**src/rtl/rfks_pkg.sv**
```systemverilog
`default_nettype none

package rfks_pkg;

  localparam int MODE_W = 2;
  localparam int KEY_W  = 8;
  localparam int AMT_W  = 16;
  localparam int ST_W   = 2;
  localparam int SEQ_W  = 32;
  localparam int TOT_W  = 20;
  localparam int OCC_W  = 5;

  localparam logic [MODE_W-1:0] MODE_ENQ = 2'd0;
  localparam logic [MODE_W-1:0] MODE_DEQ = 2'd1;
  localparam logic [MODE_W-1:0] MODE_QRY = 2'd2;

  localparam logic [ST_W-1:0] ST_OK    = 2'd0;
  localparam logic [ST_W-1:0] ST_FULL  = 2'd1;
  localparam logic [ST_W-1:0] ST_EMPTY = 2'd2;

  localparam logic [TOT_W-1:0] TOTAL_MAX = 20'hFFFFF;
  localparam logic [SEQ_W-1:0] SEQ_FIRST = 32'd1;

  typedef enum logic [1:0] {
    OP_ENQ,
    OP_DEQ,
    OP_QRY,
    OP_NOP
  } op_t;

  typedef struct packed {
    logic [MODE_W-1:0] mode;
    logic [KEY_W-1:0]  key_code;
    logic [AMT_W-1:0]  amount;
  } in_item_t;

  typedef struct packed {
    logic [ST_W-1:0]  status;
    logic [SEQ_W-1:0] sequence_number;
    logic [TOT_W-1:0] key_total;
    logic [OCC_W-1:0] occupancy;
  } out_item_t;

  typedef struct packed {
    op_t              op;
    logic [KEY_W-1:0] key;
    logic [AMT_W-1:0] amount;
  } cmd_t;

  typedef struct packed {
    logic [KEY_W-1:0] key;
    logic [AMT_W-1:0] amount;
    logic [SEQ_W-1:0] seq;
  } slot_t;

  localparam int SLOT_W = $bits(slot_t);

endpackage

`default_nettype wire

```
**src/rtl/rfks_ram.sv**
```systemverilog
`default_nettype none

module rfks_ram #(
  parameter int WIDTH = 8,
  parameter int DEPTH = 16
) (
  input  wire logic                     clk,
  input  wire logic                     we,
  input  wire logic [$clog2(DEPTH)-1:0] waddr,
  input  wire logic [WIDTH-1:0]         wdata,
  input  wire logic [$clog2(DEPTH)-1:0] raddr,
  output logic      [WIDTH-1:0]         rdata
);

  logic [WIDTH-1:0] mem [DEPTH];

  always_ff @(posedge clk) begin
    if (we) begin
      mem[waddr] <= wdata;
    end
    rdata <= mem[raddr];
  end

endmodule

`default_nettype wire

```
**src/rtl/rfks_front.sv**
```systemverilog
`default_nettype none

module rfks_front import rfks_pkg::*; (
  input  wire logic     clk,
  input  wire logic     rst_n,
  input  wire logic     in_valid,
  output logic          in_stall,
  input  wire in_item_t in_data,
  output logic          cmd_valid,
  input  wire logic     cmd_take,
  output cmd_t          cmd
);

  // two-entry command queue between intake and execution
  cmd_t       q_r [2];
  logic       wr_ptr_r, wr_ptr_nxt;
  logic       rd_ptr_r, rd_ptr_nxt;
  logic [1:0] cnt_r, cnt_nxt;
  logic       push, pop;
  cmd_t       cmd_in;

  always_comb begin
    case (in_data.mode)
      MODE_ENQ: cmd_in.op = OP_ENQ;
      MODE_DEQ: cmd_in.op = OP_DEQ;
      MODE_QRY: cmd_in.op = OP_QRY;
      default:  cmd_in.op = OP_NOP;
    endcase
    cmd_in.key    = in_data.key_code;
    cmd_in.amount = in_data.amount;
  end

  assign in_stall  = (cnt_r == 2'd2);
  assign push      = in_valid && !in_stall;
  assign cmd_valid = (cnt_r != 2'd0);
  assign pop       = cmd_valid && cmd_take;
  assign cmd       = q_r[rd_ptr_r];

  always_comb begin
    wr_ptr_nxt = push ? !wr_ptr_r : wr_ptr_r;
    rd_ptr_nxt = pop ? !rd_ptr_r : rd_ptr_r;
    cnt_nxt    = cnt_r + {1'b0, push} - {1'b0, pop};
  end

  always_ff @(posedge clk) begin
    if (!rst_n) begin
      wr_ptr_r <= 1'b0;
      rd_ptr_r <= 1'b0;
      cnt_r    <= 2'd0;
    end else begin
      wr_ptr_r <= wr_ptr_nxt;
      rd_ptr_r <= rd_ptr_nxt;
      cnt_r    <= cnt_nxt;
    end
  end

  always_ff @(posedge clk) begin
    if (push) begin
      q_r[wr_ptr_r] <= cmd_in;
    end
  end

endmodule

`default_nettype wire

```
**src/rtl/rfks_back.sv**
```systemverilog
`default_nettype none

module rfks_back import rfks_pkg::*; #(
  parameter int DEPTH = 16
) (
  input  wire logic clk,
  input  wire logic rst_n,
  input  wire logic cmd_valid,
  output logic      cmd_take,
  input  wire cmd_t cmd,
  output logic      out_valid,
  input  wire logic out_stall,
  output out_item_t out_data
);

  localparam int IDX_W = $clog2(DEPTH);
  localparam int CNT_W = $clog2(DEPTH + 1);

  localparam logic [1:0] S_IDLE = 2'd0;
  localparam logic [1:0] S_DEQ  = 2'd1;
  localparam logic [1:0] S_SCAN = 2'd2;

  logic [1:0]       state_r, state_nxt;
  logic [IDX_W-1:0] head_r, head_nxt;
  logic [CNT_W-1:0] count_r, count_nxt;
  logic [SEQ_W-1:0] seq_r, seq_nxt;
  logic [DEPTH-1:0] valid_r, valid_nxt;
  logic [IDX_W-1:0] scan_r, scan_nxt;
  logic [KEY_W-1:0] key_r, key_nxt;
  logic [TOT_W-1:0] total_r, total_nxt;
  logic             out_valid_r, out_valid_nxt;
  out_item_t        out_data_r, out_data_nxt;

  logic             ram_we;
  logic [IDX_W-1:0] ram_waddr, ram_raddr;
  slot_t            ram_wdata, ram_rdata;
  logic [SLOT_W-1:0] ram_rdata_raw;

  logic [IDX_W:0]   tail_sum;
  logic [IDX_W-1:0] tail;
  logic [TOT_W:0]   add_sum;
  logic [TOT_W-1:0] total_add;
  logic             hit;
  logic             load_out;
  out_item_t        res;

  rfks_ram #(
    .WIDTH(SLOT_W),
    .DEPTH(DEPTH)
  ) u_ram (
    .clk   (clk),
    .we    (ram_we),
    .waddr (ram_waddr),
    .wdata (ram_wdata),
    .raddr (ram_raddr),
    .rdata (ram_rdata_raw)
  );

  assign ram_rdata = ram_rdata_raw;

  // head + count stays below twice the depth
  always_comb begin
    tail_sum = {1'b0, head_r} + (IDX_W + 1)'(count_r);
    if (tail_sum >= (IDX_W + 1)'(DEPTH)) begin
      tail = IDX_W'(tail_sum - (IDX_W + 1)'(DEPTH));
    end else begin
      tail = tail_sum[IDX_W-1:0];
    end
  end

  // one compare and add per scanned slot, saturating
  always_comb begin
    hit     = valid_r[scan_r] && (ram_rdata.amount != '0) && (ram_rdata.key == key_r);
    add_sum = {1'b0, total_r} + (TOT_W + 1)'(ram_rdata.amount);
    if (!hit) begin
      total_add = total_r;
    end else if (add_sum > {1'b0, TOTAL_MAX}) begin
      total_add = TOTAL_MAX;
    end else begin
      total_add = add_sum[TOT_W-1:0];
    end
  end

  always_comb begin
    state_nxt        = state_r;
    head_nxt         = head_r;
    count_nxt        = count_r;
    seq_nxt          = seq_r;
    valid_nxt        = valid_r;
    scan_nxt         = scan_r;
    key_nxt          = key_r;
    total_nxt        = total_r;
    out_valid_nxt    = out_valid_r;
    out_data_nxt     = out_data_r;
    ram_we           = 1'b0;
    ram_waddr        = tail;
    ram_wdata.key    = cmd.key;
    ram_wdata.amount = cmd.amount;
    ram_wdata.seq    = seq_r;
    ram_raddr        = head_r;
    cmd_take         = 1'b0;
    load_out         = 1'b0;
    res              = '0;
    res.status       = ST_OK;

    if (out_valid_r && !out_stall) begin
      out_valid_nxt = 1'b0;
    end

    case (state_r)
      S_IDLE: begin
        if (cmd_valid && !out_valid_r) begin
          cmd_take = 1'b1;
          case (cmd.op)
            OP_ENQ: begin
              load_out = 1'b1;
              if (count_r == CNT_W'(DEPTH)) begin
                res.status = ST_FULL;
              end else begin
                ram_we          = 1'b1;
                valid_nxt[tail] = 1'b1;
                count_nxt       = count_r + 1'b1;
                seq_nxt         = seq_r + 1'b1;
              end
            end
            OP_DEQ: begin
              if (count_r == '0) begin
                res.status = ST_EMPTY;
                load_out   = 1'b1;
              end else begin
                state_nxt = S_DEQ;
              end
            end
            OP_QRY: begin
              ram_raddr = '0;
              scan_nxt  = '0;
              key_nxt   = cmd.key;
              total_nxt = '0;
              state_nxt = S_SCAN;
            end
            default: begin
              load_out = 1'b1;
            end
          endcase
        end
      end
      S_DEQ: begin
        res.sequence_number = ram_rdata.seq;
        valid_nxt[head_r]   = 1'b0;
        head_nxt            = (head_r == IDX_W'(DEPTH - 1)) ? '0 : head_r + 1'b1;
        count_nxt           = count_r - 1'b1;
        load_out            = 1'b1;
        state_nxt           = S_IDLE;
      end
      S_SCAN: begin
        if (scan_r == IDX_W'(DEPTH - 1)) begin
          res.key_total = total_add;
          load_out      = 1'b1;
          state_nxt     = S_IDLE;
        end else begin
          ram_raddr = scan_r + 1'b1;
          scan_nxt  = scan_r + 1'b1;
          total_nxt = total_add;
        end
      end
      default: begin
        state_nxt = S_IDLE;
      end
    endcase

    res.occupancy = OCC_W'(count_nxt);
    if (load_out) begin
      out_valid_nxt = 1'b1;
      out_data_nxt  = res;
    end
  end

  always_ff @(posedge clk) begin
    if (!rst_n) begin
      state_r     <= S_IDLE;
      head_r      <= '0;
      count_r     <= '0;
      seq_r       <= SEQ_FIRST;
      valid_r     <= '0;
      out_valid_r <= 1'b0;
    end else begin
      state_r     <= state_nxt;
      head_r      <= head_nxt;
      count_r     <= count_nxt;
      seq_r       <= seq_nxt;
      valid_r     <= valid_nxt;
      out_valid_r <= out_valid_nxt;
    end
  end

  always_ff @(posedge clk) begin
    scan_r     <= scan_nxt;
    key_r      <= key_nxt;
    total_r    <= total_nxt;
    out_data_r <= out_data_nxt;
  end

  assign out_valid = out_valid_r;
  assign out_data  = out_data_r;

endmodule

`default_nettype wire

```
**src/rtl/ring_fifo_with_key_sum.sv**
```systemverilog
`default_nettype none

// Circular queue of DEPTH order entries (key code, quantity, sequence number)
// with enqueue, dequeue and per-key quantity query; every operation returns
// exactly one result carrying status and occupancy. A two-entry command queue
// takes operations while the executing side is busy. Once an operation reaches
// the executing side, an enqueue or rejected request is answered from the idle
// state, a dequeue reads the head slot and a query adds up matching slots
// before the result register is loaded; all stored entries sit in one RAM with
// a single registered read port, which a query walks one slot per cycle.
module ring_fifo_with_key_sum import rfks_pkg::*; #(
  parameter int DEPTH = 16
) (
  input  wire logic      clk,
  input  wire logic      rst_n,
  input  wire logic      in_valid,
  output logic           in_stall,
  input  wire in_item_t  in_data,
  output logic           out_valid,
  input  wire logic      out_stall,
  output out_item_t      out_data
);

  logic cmd_valid;
  logic cmd_take;
  cmd_t cmd;

  rfks_front u_front (
    .clk       (clk),
    .rst_n     (rst_n),
    .in_valid  (in_valid),
    .in_stall  (in_stall),
    .in_data   (in_data),
    .cmd_valid (cmd_valid),
    .cmd_take  (cmd_take),
    .cmd       (cmd)
  );

  rfks_back #(
    .DEPTH(DEPTH)
  ) u_back (
    .clk       (clk),
    .rst_n     (rst_n),
    .cmd_valid (cmd_valid),
    .cmd_take  (cmd_take),
    .cmd       (cmd),
    .out_valid (out_valid),
    .out_stall (out_stall),
    .out_data  (out_data)
  );

  // a rejected enqueue only happens with the queue full
  a_full_occ: assert property (@(posedge clk) disable iff (!rst_n)
    (out_valid && out_data.status == ST_FULL) |-> (out_data.occupancy == OCC_W'(DEPTH)))
    else $error("full status with queue not full");

  a_empty_res: assert property (@(posedge clk) disable iff (!rst_n)
    (out_valid && out_data.status == ST_EMPTY)
      |-> (out_data.occupancy == '0 && out_data.sequence_number == '0))
    else $error("empty status with entries or a sequence number");

  a_total_only_ok: assert property (@(posedge clk) disable iff (!rst_n)
    (out_valid && out_data.key_total != '0)
      |-> (out_data.status == ST_OK && out_data.sequence_number == '0))
    else $error("key total reported outside a query");

  // commands are only taken while the result register is free
  a_take_free: assert property (@(posedge clk) disable iff (!rst_n)
    cmd_take |-> !out_valid)
    else $error("command taken while a result is pending");

endmodule

`default_nettype wire
```
**config.mk**
```make
export PLATFORM = sky130hd
export DESIGN_NAME = ring_fifo_with_key_sum
export DESIGN_NICKNAME = d
export VERILOG_FILES = /design/src/rtl/rfks_pkg.sv /design/src/rtl/rfks_ram.sv /design/src/rtl/rfks_front.sv /design/src/rtl/rfks_back.sv /design/src/rtl/ring_fifo_with_key_sum.sv
export SDC_FILE = /design/constraint.sdc
export NUM_CORES = 1
export LEC_CHECK = 0
export CORE_ASPECT_RATIO = 0.8
export CORE_UTILIZATION = 46
export DETAILED_ROUTE_END_ITERATION = 8
export DONT_BUFFER_PORTS = 1
export GPL_TIMING_DRIVEN = 1
export PLACE_DENSITY_LB_ADDON = 0.2
export SYNTH_ARGS = -nofsm -noshare
export SYNTH_HDL_FRONTEND = slang
export SYNTH_HIERARCHICAL = 1
export SYNTH_SLANG_ARGS = --single-unit
```
**constraint.sdc**
```tcl
create_clock -name clk -period 10.65 [get_ports clk]
set_input_delay 0 -clock clk [delete_from_list [all_inputs] [get_ports clk]]
set_output_delay 0 -clock clk [all_outputs]
set_load 0.02 [all_outputs]
```
==> run summary <==
Hold Fails Final Rpt: 0
actual slew at the worst max-slew pin: 1.12 ns
cts repair resizes: 0
first-pass GRT wire length: 146,000 microns
final clock skew: 0.0407 ns
M2 GR Usage: 0.327
Nets: 2,429
CTS tree: yes
Clock Sinks: 1,160
htree depth: 3
Max rail drop VDD: 0.137 mV
share of layout cells above drive strength 1: 0.199
maximum buffer depth of the clock tree: 3
Die H: 280 microns
port bufs: 0
DRT iter0 DRCs: 2,038
Cell variety after synth: 64
routed len/inst: 26.2 microns
met1 GRT Util: 0.295
clock latency on the worst-skew pair: 0.69 ns
design area: 50,300 sq um
starting density of the core: 0.466
num rows: 101
CP Launch Type: flop
Global Route Usage Sum: 0.204
fill cell total of the finished layout: 7,365
Req. time, crit path: 11.21 ns
Post-synth EDFFs: 1,039
LEAKAGE: 16.0 nW
area grow syn2layout: 13.0%
antenna violation net count after detailed routing: 0
dominant synthesized flop cell: edfxtp_1
min-delay worst type: input pin to flop
Syn Std Cell Area: 44,500 sq um
total number of vias: 21,800
drt first pass iters: 8
RSZ-0062 raised after global routing: no
TritonCTS Buffers: 112
ys async rst share: 0
vias in the first global route: 22,500
die area: 98,000 sq um
Syn Inst Count: 2,277
Top Ports: 91
max_cap viols: 0
critical path class: flop to flop
status: complete, no violations
busiest grt layer: met2
area leader, netlist: edfxtp_1
vias per cell: 5.80
achievable frequency: 0.168 GHz
Final Cycle Share: 0.558
CTS Root Cell: clkbuf_16
crit path DAT: 6.50 ns
GPL Wtd Cong: 0.796
PD cells: 243 nW/um^2
top cell type's share of synthesized area: 0.701
crit path capture type: flop
Pins Over Slew Limit: 0
Synthesized Nets: 2,338
Max-slew headroom: 0.256
met3 GRT Util: 0.0298
Routed WL: 98,400 microns
# DRC: 0
crit path time final: 5.94 ns
Die Wd: 350 microns
final setup TNS: 0 ns
antenna violations before repair: 2
largest net degree at the start of global routing: 165
core box area: 95,400 sq um
post-DP HPWL: 49,900 microns
top post-synthesis cells by area: edfxtp_1 70%, mux4_2 12%, dfxtp_1 5.4%, a22oi_1 1.9%, nand2_1 0.91%
FF+latch count, synth: 1,160
final number of setup-violating endpoints: 0
Placed Area: 45,900 sq um
gr ovfl total: 0
Ys Warns: 6
CP Max Fanout: 44
post-synthesis sequential area ratio: 0.756
clk slew on worst S/H paths: 0.06 ns
Syn Area/Cell: 19.5 sq um
[repair_timing]
item	in CTS	in global routing
buffers inserted	0	0
hold buffers	55	0
setup endpoints to repair	0	0
hold endpoints to repair	143	0
[power breakdown]
part	internal, mW	switching, mW
Clock	2.35	1.67
Sequential	5.61	0.423
Combinational	0.896	1.29
[Yosys cell counts, drive strengths merged, types with 13 or more instances]
| cell type | n |
|---|---|
| nand2 | 109 |
| o21ai | 29 |
| xor2 | 33 |
| nand3 | 21 |
| mux2 | 26 |
| inv | 26 |
| xnor2 | 25 |
| nand4 | 13 |
| dfxtp | 121 |
| a311oi | 20 |
| nor2 | 87 |
| and2 | 55 |
| mux4 | 229 |
| edfxtp | 1039 |
| ha | 29 |
| a22oi | 112 |
| buf | 44 |
| a21oi | 35 |
| a211oi | 14 |
| nor3 | 34 |
| clkbuf | 67 |
[placed cells by master, fill, tap and decap left out, drive strengths merged, types with 29 or more instances in the layout]
cell         instances
edfxtp            1039
mux4               229
clkbuf             175
dfxtp              121
a22oi              112
nand2              109
nor2                87
and2                55
dlygate4sd3         54
a21oi               35
buf                 34
nor3                34
xor2                33
inv                 30
ha                  29
o21ai               29
[through the flow]
step / util / setup WS (ns) / hold slack [ns] / std cells / power (mW)
floorplan: - / 4.03 / 0.0989 / 2277 / 7.66
global placement: 0.481 / 4.68 / 0.0880 / 3486 / 8.25
detailed placement: 0.481 / 4.55 / 0.0908 / 3486 / 8.31
CTS: 0.527 / 4.57 / 0.0117 / 3755 / 12.3
global route: 0.527 / 4.18 / 0.0425 / 3755 / 12.7
finish: 0.527 / 4.71 / 0.0522 / 3757 / 12.2
[layer usage]
metal / part of all wire / up-vias
met2: 0.48 / 699
met5: 0.00013 / -
met3: 0.063 / 160
met4: 0.020 / 2
met1: 0.44 / 11500
li1: - / 9428
[registers in the layout (all words and copies together) (netlist names), 8 cells and up, named ones only]
name and flops:
u_back/key_r 8, u_back/out_data 59, u_back/seq_r 32, u_back/total_r 20
u_back/u_ram/mem 896, u_back/u_ram/rdata 56, u_back/valid_r 16, u_front/q_r 52
[worst max-delay path: stages (launching register included)]
cell and delay [ns]:
dfxtp_2 0.97, mux2_2 0.45, nand2b_1 0.14, or3_1 0.12
a21o_1 0.20, inv_1 0.49, o21ai_4 1.04, buf_4 0.63
buf_4 0.82, mux4_2 0.59, a22oi_1 0.25, nand2_1 0.09
[final timing paths]
kind,startpoint,cells after the start,end,slack (ns)
worst min-delay path,out_stall,3,u_back/out_valid,0.05
worst max-delay path,flop,11,u_back/u_ram/rdata[38],4.71
worst max register to register,flop,11,u_back/u_ram/rdata[38],4.71
worst min register to register,u_back/valid_r[14],2,u_back/valid_r[14],0.48
[cells by family after synthesis]
family | count (synthesis) | synth area share
compound gates | 248 | 0.0390
buf+inv | 138 | 0.0165
flops | 1160 | 0.756
fa+ha+maj | 31 | 0.00906
mux | 257 | 0.125
simple gates | 385 | 0.0436
xor+xnor | 58 | 0.0114
[cell type report]
class	instances	area, sq um	area share
flip-flops and latches	1160	33600	0.669
diodes	2	5.00	0.0000996
inverters	27	103	0.00204
clock inverters	39	528	0.0105
repair buffers	88	833	0.0166
well taps	1287	1610	0.0320
clock buffers	175	3250	0.0647
multi-input cells	979	10300	0.205
No activity file was read; power rests on OpenSTA's default activity.
